## src/hdl/eott_pkg.sv

```systemverilog
package eott_pkg;

	localparam int SLOTS        = 32;
	localparam int SLOT_W       = $clog2(SLOTS);
	localparam int CNT_W        = $clog2(SLOTS + 1);
	localparam int RESULT_CAP   = 32;
	localparam int RES_W        = $clog2(RESULT_CAP);
	localparam int TIME_W       = 32;
	localparam int INC_W        = 16;
	localparam int ACTION_W     = 2;
	localparam int SLOT_FIELD_W = 5;
	localparam int STATUS_W     = 2;

	localparam logic [ACTION_W-1:0] ACT_ADD     = 2'd0;
	localparam logic [ACTION_W-1:0] ACT_REFRESH = 2'd1;
	localparam logic [ACTION_W-1:0] ACT_REMOVE  = 2'd2;
	localparam logic [ACTION_W-1:0] ACT_TICK    = 2'd3;

	localparam logic [STATUS_W-1:0] ST_OK       = 2'd0;
	localparam logic [STATUS_W-1:0] ST_ACTIVE   = 2'd1;
	localparam logic [STATUS_W-1:0] ST_INACTIVE = 2'd2;

	typedef enum logic [1:0] {
		S_IDLE,
		S_SCAN,
		S_PUT
	} state_t;

endpackage

```

## src/hdl/eott_if.sv

```systemverilog
interface eott_cmd_if;
	import eott_pkg::*;

	logic                    valid;
	logic                    ready;
	logic [ACTION_W-1:0]     action;
	logic [SLOT_FIELD_W-1:0] slot;
	logic [TIME_W-1:0]       time_value;
	logic [INC_W-1:0]        increment;

	modport source (output valid, output action, output slot, output time_value,
		output increment, input ready);
	modport sink (input valid, input action, input slot, input time_value,
		input increment, output ready);
endinterface

interface eott_rsp_if;
	import eott_pkg::*;

	logic                    valid;
	logic                    ready;
	logic [STATUS_W-1:0]     status;
	logic                    expired_valid;
	logic [SLOT_FIELD_W-1:0] expired_slot;
	logic                    last;

	modport source (output valid, output status, output expired_valid,
		output expired_slot, output last, input ready);
	modport sink (input valid, input status, input expired_valid,
		input expired_slot, input last, output ready);
endinterface

```

## src/hdl/expiry_ordered_timer_table.sv

```systemverilog
// Channel  Direction  Payload
// cmd      in         action, slot, time_value, increment
// rsp      out        status, expired_valid, expired_slot, last
//
// Add, refresh and remove update the table on acceptance; the response is held in the result
// register and moved to the output register once that register is free.
// A tick with k expiries returns max(k, 1) responses, and each response costs one full
// pass over the expiry memory.
// Reset clears the active marks at once; the expiry memory needs no clearing.
// A new transaction is taken while the last response still waits in the output register;
// a stalled output holds the sequencer only when a further response is due.
module expiry_ordered_timer_table (
	input  logic       clk,
	input  logic       arst_n,
	eott_cmd_if.sink   cmd,
	eott_rsp_if.source rsp
);
	import eott_pkg::*;

	state_t state_q, state_d;

	logic [TIME_W-1:0] mem_q [SLOTS];
	logic [TIME_W-1:0] rd_data_s1;
	logic              vld_s1;
	logic [SLOT_W-1:0] idx_s1;

	logic [SLOTS-1:0]  active_q;
	logic [TIME_W-1:0] now_q;
	logic [SLOT_W-1:0] idx_q;
	logic              iss_q;
	logic              found_q;
	logic [SLOT_W-1:0] best_q;
	logic [TIME_W-1:0] best_time_q;
	logic [CNT_W-1:0]  cand_q;
	logic [RES_W-1:0]  cnt_q;

	logic [STATUS_W-1:0] res_status_q;
	logic                res_exp_q;
	logic [SLOT_W-1:0]   res_slot_q;
	logic                res_last_q;

	logic                    out_valid_q;
	logic [STATUS_W-1:0]     out_status_q;
	logic                    out_exp_q;
	logic [SLOT_FIELD_W-1:0] out_slot_q;
	logic                    out_last_q;

	logic              cmd_fire;
	logic              out_free;
	logic              in_range;
	logic [SLOT_W-1:0] slot_idx;
	logic              slot_act;
	logic [TIME_W:0]   sum_wide;
	logic [TIME_W-1:0] sum_sat;
	logic              mem_we;
	logic [TIME_W-1:0] mem_wdata;
	logic              cand_hit;
	logic              better;
	logic              scan_done;
	logic              fin_found;
	logic [SLOT_W-1:0] fin_best;
	logic [CNT_W-1:0]  fin_cand;
	logic              scan_start;
	logic              put_load;
	logic [STATUS_W-1:0] cmd_status;

	assign cmd.ready     = (state_q == S_IDLE);
	assign cmd_fire      = cmd.valid && cmd.ready;
	assign out_free      = !out_valid_q || rsp.ready;
	assign in_range      = 32'(cmd.slot) < 32'(SLOTS);
	assign slot_idx      = SLOT_W'(cmd.slot);
	assign slot_act      = in_range && active_q[slot_idx];
	assign sum_wide      = {1'b0, cmd.time_value} + (TIME_W + 1)'(cmd.increment);
	assign sum_sat       = sum_wide[TIME_W] ? {TIME_W{1'b1}} : sum_wide[TIME_W-1:0];

	assign cand_hit  = vld_s1 && active_q[idx_s1] && (rd_data_s1 <= now_q);
	assign better    = cand_hit && (!found_q || (rd_data_s1 < best_time_q));
	assign scan_done = vld_s1 && (idx_s1 == SLOT_W'(SLOTS - 1));
	assign fin_found = found_q || cand_hit;
	assign fin_best  = better ? idx_s1 : best_q;
	assign fin_cand  = cand_q + CNT_W'(cand_hit);

	always_comb begin
		state_d    = state_q;
		mem_we     = 1'b0;
		mem_wdata  = cmd.time_value;
		scan_start = 1'b0;
		put_load   = 1'b0;
		cmd_status = ST_OK;
		if (cmd.action == ACT_ADD) begin
			if (!in_range) begin
				cmd_status = ST_INACTIVE;
			end else if (slot_act) begin
				cmd_status = ST_ACTIVE;
			end
		end else if (!slot_act) begin
			cmd_status = ST_INACTIVE;
		end
		case (state_q)
			S_IDLE: begin
				if (cmd_fire) begin
					if (cmd.action == ACT_TICK) begin
						scan_start = 1'b1;
						state_d    = S_SCAN;
					end else begin
						state_d = S_PUT;
						if (cmd.action == ACT_ADD && cmd_status == ST_OK) begin
							mem_we = 1'b1;
						end
						if (cmd.action == ACT_REFRESH && slot_act) begin
							mem_we    = 1'b1;
							mem_wdata = sum_sat;
						end
					end
				end
			end
			S_SCAN: begin
				if (scan_done) begin
					state_d = S_PUT;
				end
			end
			S_PUT: begin
				if (out_free) begin
					put_load = 1'b1;
					if (res_last_q) begin
						state_d = S_IDLE;
					end else begin
						scan_start = 1'b1;
						state_d    = S_SCAN;
					end
				end
			end
			default: begin
				state_d = S_IDLE;
			end
		endcase
	end

	always_ff @(posedge clk) begin
		if (mem_we) begin
			mem_q[slot_idx] <= mem_wdata;
		end
		rd_data_s1 <= mem_q[idx_q];
	end

	always_ff @(posedge clk or negedge arst_n) begin
		if (!arst_n) begin
			state_q     <= S_IDLE;
			active_q    <= '0;
			iss_q       <= 1'b0;
			vld_s1      <= 1'b0;
			idx_q       <= '0;
			found_q     <= 1'b0;
			cand_q      <= '0;
			cnt_q       <= '0;
			res_last_q  <= 1'b0;
			out_valid_q <= 1'b0;
		end else begin
			state_q <= state_d;
			vld_s1  <= iss_q;
			if (scan_start) begin
				iss_q   <= 1'b1;
				idx_q   <= '0;
				found_q <= 1'b0;
				cand_q  <= '0;
			end else if (iss_q) begin
				idx_q <= idx_q + SLOT_W'(1);
				if (idx_q == SLOT_W'(SLOTS - 1)) begin
					iss_q <= 1'b0;
				end
			end
			if (vld_s1 && !scan_done) begin
				found_q <= fin_found;
				cand_q  <= fin_cand;
			end
			if (cmd_fire) begin
				if (cmd.action == ACT_TICK) begin
					cnt_q <= '0;
				end else begin
					res_last_q <= 1'b1;
					if (cmd.action == ACT_ADD && cmd_status == ST_OK) begin
						active_q[slot_idx] <= 1'b1;
					end
					if (cmd.action == ACT_REMOVE && slot_act) begin
						active_q[slot_idx] <= 1'b0;
					end
				end
			end
			if (scan_done) begin
				res_last_q <= !fin_found || (fin_cand == CNT_W'(1)) ||
					(cnt_q == RES_W'(RESULT_CAP - 1));
				if (fin_found) begin
					active_q[fin_best] <= 1'b0;
				end
			end
			if (put_load) begin
				out_valid_q <= 1'b1;
				if (!res_last_q) begin
					cnt_q <= cnt_q + RES_W'(1);
				end
			end else if (rsp.ready) begin
				out_valid_q <= 1'b0;
			end
		end
	end

	always_ff @(posedge clk) begin
		idx_s1 <= idx_q;
		if (scan_start) begin
			now_q <= (state_q == S_IDLE) ? cmd.time_value : now_q;
		end
		if (better && !scan_done) begin
			best_q      <= idx_s1;
			best_time_q <= rd_data_s1;
		end
		if (cmd_fire && cmd.action != ACT_TICK) begin
			res_status_q <= cmd_status;
			res_exp_q    <= 1'b0;
			res_slot_q   <= '0;
		end
		if (scan_done) begin
			res_status_q <= ST_OK;
			res_exp_q    <= fin_found;
			res_slot_q   <= fin_found ? fin_best : '0;
		end
		if (put_load) begin
			out_status_q <= res_status_q;
			out_exp_q    <= res_exp_q;
			out_slot_q   <= SLOT_FIELD_W'(res_slot_q);
			out_last_q   <= res_last_q;
		end
	end

	assign rsp.valid         = out_valid_q;
	assign rsp.status        = out_status_q;
	assign rsp.expired_valid = out_exp_q;
	assign rsp.expired_slot  = out_slot_q;
	assign rsp.last          = out_last_q;

endmodule

```

## src/flat_wrapper.sv

```systemverilog
// flat-port wrapper written by rule: the top's interface ports become plain ports
module expiry_ordered_timer_table_flat import eott_pkg::*;
  (clk, arst_n, cmd_valid, cmd_action, cmd_slot, cmd_time_value, cmd_increment, cmd_ready, rsp_valid, rsp_status, rsp_expired_valid, rsp_expired_slot, rsp_last, rsp_ready);
  eott_cmd_if cmd_i ();
  eott_rsp_if rsp_i ();
  input  logic clk;
  input  logic arst_n;
  input wire logic [$bits(cmd_i.valid)-1:0] cmd_valid;
  input wire logic [$bits(cmd_i.action)-1:0] cmd_action;
  input wire logic [$bits(cmd_i.slot)-1:0] cmd_slot;
  input wire logic [$bits(cmd_i.time_value)-1:0] cmd_time_value;
  input wire logic [$bits(cmd_i.increment)-1:0] cmd_increment;
  output wire logic [$bits(cmd_i.ready)-1:0] cmd_ready;
  output wire logic [$bits(rsp_i.valid)-1:0] rsp_valid;
  output wire logic [$bits(rsp_i.status)-1:0] rsp_status;
  output wire logic [$bits(rsp_i.expired_valid)-1:0] rsp_expired_valid;
  output wire logic [$bits(rsp_i.expired_slot)-1:0] rsp_expired_slot;
  output wire logic [$bits(rsp_i.last)-1:0] rsp_last;
  input wire logic [$bits(rsp_i.ready)-1:0] rsp_ready;
  assign cmd_i.valid = cmd_valid;
  assign cmd_i.action = cmd_action;
  assign cmd_i.slot = cmd_slot;
  assign cmd_i.time_value = cmd_time_value;
  assign cmd_i.increment = cmd_increment;
  assign cmd_ready = cmd_i.ready;
  assign rsp_valid = rsp_i.valid;
  assign rsp_status = rsp_i.status;
  assign rsp_expired_valid = rsp_i.expired_valid;
  assign rsp_expired_slot = rsp_i.expired_slot;
  assign rsp_last = rsp_i.last;
  assign rsp_i.ready = rsp_ready;
  expiry_ordered_timer_table u_core (.clk(clk), .arst_n(arst_n), .cmd(cmd_i), .rsp(rsp_i));
endmodule
```

## config.mk

```make
export PLATFORM = sky130hd
export DESIGN_NAME = expiry_ordered_timer_table_flat
export DESIGN_NICKNAME = d
export VERILOG_FILES = /design/src/hdl/eott_pkg.sv /design/src/hdl/eott_if.sv /design/src/hdl/expiry_ordered_timer_table.sv /design/src/flat_wrapper.sv
export SDC_FILE = /design/constraint.sdc
export NUM_CORES = 1
export LEC_CHECK = 0
export BUFFER_PORTS_ARGS = -buffer_cell sky130_fd_sc_hd__buf_2
export CORE_MARGIN = 2
export CORE_UTILIZATION = 45
export DETAILED_ROUTE_END_ITERATION = 8
export GPL_TIMING_DRIVEN = 0
export PLACE_DENSITY_LB_ADDON = 0.3
export SETUP_SLACK_MARGIN = 0.05
export SLEW_MARGIN = 30
export SYNTH_ARGS = -nofsm -noshare
export SYNTH_HDL_FRONTEND = slang
export SYNTH_SLANG_ARGS = --single-unit
```

## constraint.sdc

```tcl
create_clock -name clk -period 6.83 [get_ports clk]
set_clock_uncertainty 0.15 [all_clocks]
set_input_delay 1.366 -clock clk [delete_from_list [all_inputs] [get_ports clk]]
set_output_delay 1.366 -clock clk [all_outputs]
set_load 0.01 [all_outputs]
```

==> qor.yml, run 1 <==
outcome:
  outcome: "complete, no violations"
cells_and_area:
  drive_gt1_frac: 0.2987
  fill_cells: 8151
  final_nets: 2939
  area_growth_pct: 17.37
  final_core_util: 0.5344
  stdcell_area_um2: 57450
logic_synthesis:
  avgSynthCellArea_um2: 19.69
  synth.most_common_cell: "edfxtp_1"
  synth-edff-count: 1108
  synth_ff_type: "edfxtp_1"
  synthArstFlopShare: 0.04576
  yosys-top-cells-area: "edfxtp_1 68%, mux4_2 15%, dfrtp_1 2.8%"
  synth_cell_types: 72
  yosys_warnings: 0
  synth_top_area_cell: "edfxtp_1"
  ys_top_cells_by_count: "1108 x edfxtp_1, 332 x mux4_2, 111 x nor2_1, 85 x ha_1, 84 x inv_1"
  synthCells: 2486
  yosysSeqAreaShare: 0.7238
  synth-seq-cells: 1202
  synth_area_um2: 48950
  syn_nets: 2631
  yosysTopAreaCellShare: 0.6797
pwr:
  ir_worst_vdd_mv: 0.2150
  p_leak_uw: 0.01920
  finalPower_uw: 21180
  p_per_area_nw_per_um2: 368.7
clock_tree:
  cts_max_path_buffers: 3
  ctsHoldBuffers: 0
  cts_root_buf: "clkbuf_16"
  cts.clk_slew.worst_paths_ps: 60
  cts.sinks: 1202
  cts_tree: "done"
  cts-htree-levels: 3
  clk_latency_ps: 710
  cts_resized: 0
  cts_setup_buffers: 0
  numCtsBuffers: 118
sta:
  grt_setup_unrepaired: "no"
  slew_headroom: 0.3255
  hold_viol: 0
  tightestPinTransition_ps: 1012
  period_share: 0.8193
  drv_slew: 0
  fmax_mhz: 178.7
  layout_setup_ws_ps: 1234
  setup_viol: 0
  period_needed_ps: 5596
drt:
  dr.max_layer_used: "met5"
  drt-met1-wl_um: 49950
  met2_length_um: 64610
  routedWlPerCell_um: 29.92
  drt-initial-drc-count: 3336
  vias: 26130
  wl_met3_um: 10770
  viasPerCell: 6.071
  ant_nets: 0
  drc_errors: 0
  drt_pass1_iterations: 8
  totalWireLength_um: 128800
placement:
  dp_hpwl_um: 91200
  gp_congestion: 0.8998
  place_area_um2: 53340
  portBuffers: 67
  dp_slack_ps: 642.7
floorplan:
  design.core.area_um2: 107500
  die_w_um: 333.8
  pin_count: 70
  die_y_um: 333.8
  dieArea_um2: 111400
  placementRows: 120
  start_util: 0.4554
worst_setup_path:
  arrival_ps: 5830
  rr_startpoint: "u_core.state_q[1]"
  critPathMaxFanout: 32
  crit_buf_inv: 3
  path_cells: "buf_2 > ha_1 > inv_1 > fa_1 > nor2b_1 > o21a_1 > o21ai_0 > a21oi_1 > a311o_1 > and3_1 > nand2_1 > buf_2 > nand2_1"
  crit_path_start_kind: "input port"
  cp.required_ps: 7060
  r2r_slack_ps: 2580
  cp_slowest_cell: "a311o_1"
  worst_r2r_path_depth: 9
  crit_start: "cmd_time_value[0]"
  path_depth: 13
  path_delay_family: "simple AND/OR/NAND/NOR gates"
  path_class: "in2reg"
  cp-end-kind: "flop"
  critPathMaxStageDelay_ps: 770
min_path:
  hold_depth: 0
  hp-class: "reg2reg"
  min_from: "u_core.iss_q"
grt:
  antenna_found_initial: 16
  grt_pass1_vias: 26703
  grt_usage: 0.2316
  grt_pass1_wl_um: 185300
  grt-ovfl-total: 0
  grt_max_degree: 56
run:
  drv_cap: 0
area by class of cell:
| class | count | area (um2) | share of cell area |
|---|---|---|---|
| plain buffers | 122 | 558.0 | 0.009713 |
| diodes | 5 | 12.51 | 0.0002178 |
| clock buffers | 157 | 3231 | 0.05623 |
| flip-flops and latches | 1202 | 35430 | 0.6167 |
| repair buffers | 188 | 2161 | 0.03761 |
| multi-input cells | 1078 | 13170 | 0.2291 |
| well taps | 1403 | 1755 | 0.03055 |
| clock inverters | 65 | 825.8 | 0.01437 |
| inverters | 84 | 315.3 | 0.005488 |
per-stage QoR:
step	cells	setup TNS, ps	hold slack, ps
2_1_floorplan	2486	0	195.4
3_3_place_gp	3956	-1525610	211.3
3_5_place_dp	4077	0	226.2
4_1_cts	4299	0	241.1
5_1_grt	4299	0	254.1
6_report	4304	0	244.7
power breakdown:
| part | leakage [uW] | total (uW) | internal [uW] | switching, uW |
|---|---|---|---|---|
| combinational | 0.00620 | 5740 | 2660 | 3080 |
| sequential | 0.0110 | 8670 | 8390 | 281 |
| clock | 0.00198 | 6780 | 4000 | 2780 |
| total | 0.0192 | 21200 | 15000 | 6130 |
cells in the final DEF, fill, tap and decap left out, drive strengths merged, types with 5 or more instances in the layout:
cell type	n
a21o	15
a21oi	83
a221oi	6
a31oi	19
a32oi	5
and2	6
and3	14
and4	6
buf	227
bufinv	18
clkbuf	240
clkinv	39
dfrtp	55
dfxtp	39
diode	5
edfxtp	1108
ha	85
inv	89
mux2	38
mux2i	12
mux4	336
nand2	77
nand2b	10
nand3	24
nand4	18
nor2	111
nor2b	15
nor3	24
nor3b	7
o21a	9
o21ai	33
o22ai	19
o32ai	6
or3	11
xnor2	15
xor2	16
flip-flops by register name, indices dropped and copies added (netlist names), 2 cells and up:
name	cells
u_core.mem_q	1024
u_core.res_slot_q	5
u_core.cnt_q	5
u_core.now_q	32
u_core.rd_data_s1	32
u_core.best_q	5
u_core.idx_s1	5
u_core.active_q	32
u_core.cand_q	6
u_core.rsp.expired_slot	5
u_core.state_q	2
u_core.res_status_q	2
u_core.best_time_q	32
u_core.idx_q	5
u_core.rsp.status	2
cells by family after synthesis:
kind of cell             synth area share
flip-flops                         0.7238
multiplexers                       0.1664
AND/OR/NAND/NOR                   0.03405
AO/OA/AOI/OAI                     0.03121
buffers and inverters             0.01692
adder cells (fa/ha/maj)           0.02213
XOR/XNOR                         0.005546
metal layers:
metal  track usage  vias up
met4       0.06575       16
li1              -    10835
met1        0.3060    13825
met5             0        -
met2        0.3922     1239
met3       0.04558      215
worst reg2reg max path, stage by stage, from the launching register on:
cell and delay [ps]:
dfrtp_1 420, nor2_1 620, and2_1 280, nand2_1 290, or3_1 430, clkbuf_1 330, nor3_2 690, buf_4 320
buf_4 220, buf_4 200
worst paths after layout:
kind                                         to
setup / recovery           u_core.mem_q[31][26]
hold / removal                    u_core.vld_s1
setup reg to reg            u_core.mem_q[0][12]
hold reg to reg                   u_core.vld_s1
max in group asynchronous     u_core.state_q[0]
min in group asynchronous   u_core.active_q[13]
Power figures use the tool's default switching activity.
==> run 2: changes to the inputs <==
==> constraint.sdc (replaced) <==
create_clock -name clk -period 5.5 [get_ports clk]
set_clock_uncertainty 0.15 [all_clocks]
set_input_delay 1.1 -clock clk [delete_from_list [all_inputs] [get_ports clk]]
set_output_delay 1.1 -clock clk [all_outputs]
set_load 0.01 [all_outputs]
==> run 2 against run 1 <==
Effect of this change: via count is essentially flat; wire length grew 0.52%; power grew 22%; die area is the same; sequential power grew 25%; final area shrank 0.42%; clock power grew 15%; setup slack lost 1100 ps; first-iteration DRC count shrank 6.7%; sequential share of layout area grew 0.26 points.
==> qor.yml, run 2 (synthesis results as in run 1) <==
floorplan:
  die_w_um: 333.8  # unchanged
  placementRows: 120  # unchanged
  die_y_um: 333.8  # unchanged
  pin_count: 70  # unchanged
  dieArea_um2: 111400  # unchanged
  start_util: 0.4554  # unchanged
  design.core.area_um2: 107500  # unchanged
sta:
  hold_viol: 0  # unchanged
  holdWs_ps: 240.5  # -4.204 ps
  fmax_mhz: 187.1
  slew_headroom: 0.2905  # -0.03500
  period_share: 0.9720
  setup_viol: 0  # unchanged
  grt_setup_unrepaired: "yes"
  layout_setup_ws_ps: 154.1  # -1080 ps
  tightestPinTransition_ps: 1064  # +52.51 ps
  drv_slew: 0  # unchanged
  period_needed_ps: 5346
clock_tree:
  cts_resized: 0  # unchanged
  numCtsBuffers: 119  # +0.85%
  cts_max_path_buffers: 3  # unchanged
  cts.clk_slew.worst_paths_ps: 60  # about the same
  cts_root_buf: "clkbuf_16"
  cts-htree-levels: 3  # unchanged
  cts_tree: "done"
  cts.sinks: 1202  # unchanged
  ctsHoldBuffers: 0  # unchanged
  cts_setup_buffers: 0  # unchanged
  clk_latency_ps: 710  # about the same
outcome:
  outcome: "complete, no violations"
grt:
  grt_usage: 0.2335  # +0.001908
  grt_pass1_wl_um: 186700  # +0.77%
  grt_pass1_vias: 26856  # +0.57%
  grt-ovfl-total: 0  # unchanged
  grt_max_degree: 56  # unchanged
  antenna_found_initial: 16  # unchanged
cells_and_area:
  top_register: "u_core.mem_q"
  area_growth_pct: 16.87
  final_common_cell: "edfxtp_1"
  largest_reg_flops: 1024  # unchanged
  drive_gt1_frac: 0.2957  # -0.003006
  multi_input_area_um2: 13180  # +0.10%
  final_nets: 2940  # +0.034%
  seqCellArea_um2: 35430  # unchanged
  fin_cells: 4302  # -0.046%
  mostFrequentLayoutCells: "1108 x edfxtp_1, 332 x mux4_2, 122 x clkbuf_16"
  fill_cells: 8166  # +0.18%
worst_setup_path:
  path_class: "in2reg"
  cp-end-kind: "flop"
  worst_r2r_path_depth: 10  # +1
  rr_startpoint: "u_core.state_q[1]"
  r2r_slack_ps: 1140  # -1440 ps
  crit_buf_inv: 3  # unchanged
  path_delay_family: "simple AND/OR/NAND/NOR gates"
  critPathMaxStageDelay_ps: 760  # about the same
  crit_start: "cmd_time_value[0]"
  arrival_ps: 5560  # -270 ps
  crit_path_start_kind: "input port"
  cp_slowest_cell: "a311o_1"
  path_depth: 13  # unchanged
  r2r-end: "u_core.mem_q[12][14]"
  cp.required_ps: 5710  # -1350 ps
  crit_path_end: "u_core.mem_q[20][26]"
  path_cells: "buf_2 > ha_1 > inv_1 > fa_1 > nor2b_1 > o21a_1 > o21ai_0 > a21oi_1 > a311o_1 > and3_1 > nand2_1 > buf_2 > nand2_1"
  critPathMaxFanout: 32  # unchanged
drt:
  ant_nets: 0  # unchanged
  routedWlPerCell_um: 30.09  # +0.57%
  drt-initial-drc-count: 3112  # -6.7%
  totalWireLength_um: 129400  # +0.52%
  drt_pass1_iterations: 8  # unchanged
  vias: 26119  # -0.042%
  drc_errors: 0  # unchanged
  viasPerCell: 6.071  # about the same
min_path:
  hp-class: "reg2reg"
placement:
  gp_congestion: 0.8970  # -0.31%
  dp_slack_ps: -591.5  # -1234 ps
  dp_hpwl_um: 91530  # +0.36%
  placedCellCount: 4076  # -0.025%
  portBuffers: 67  # unchanged
pwr:
  p_leak_uw: 0.01906  # -0.70%
  ir_worst_vdd_mv: 0.2394  # +11%
  p_per_area_nw_per_um2: 450.5  # +22%
run:
  drv_cap: 0  # unchanged
==> run 2: area by class of cell <==
| class | instances | share of cell area |
|---|---|---|
| antenna | 4 | 0.0001750 |
| buffer | 122 | 0.009797 |
| clock buffer | 159 | 0.05649 |
| clock inverter | 62 | 0.008813 |
| inverter | 84 | 0.005511 |
| multi-input combinational | 1078 | 0.2304 |
| sequential | 1202 | 0.6193 |
| tap | 1403 | 0.03068 |
| timing repair buffer | 188 | 0.03893 |
==> run 2: worst min path at each step <==
stage	endpoint	start	cells past startpoint	slack, ps
3_3_place_gp	u_core.vld_s1	u_core.iss_q	0	220
3_5_place_dp	u_core.vld_s1	u_core.iss_q	0	220
5_1_grt	u_core.vld_s1	u_core.iss_q	0	250
4_1_cts	u_core.vld_s1	u_core.iss_q	0	240
2_1_floorplan	u_core.idx_s1[2]	u_core.idx_q[2]	0	200
6_report	u_core.idx_s1[2]	u_core.idx_q[2]	0	240
==> run 2: routing by layer <==
layer,share of wire,GRT usage,up-vias
met5,0.00069,0,-
met4,0.031,0.07849,14
met3,0.086,0.04685,235
met2,0.50,0.3885,1194
met1,0.39,0.3090,13839
li1,-,-,10837
==> run 2: power by group <==
group | leakage (uW) | internal (uW) | total (uW) | switching, uW
Sequential | 0.0110 | 10400 | 10800 | 340
Clock | 0.00182 | 4440 | 7830 | 3390
Combinational | 0.00623 | 3320 | 7190 | 3870
==> run 2: metrics by stage <==
step                      cell area (um2)    util   TNS, ps  power [uW]
after floorplan                     48960       -     -7717       15630
after global placement              51050  0.4749  -2992330       17850
after detailed placement            53410  0.4968   -176150       18140
after CTS                           57140  0.5316         0       25930
after global routing                57210  0.5321     -3414       26740
final                               57210  0.5322         0       25770
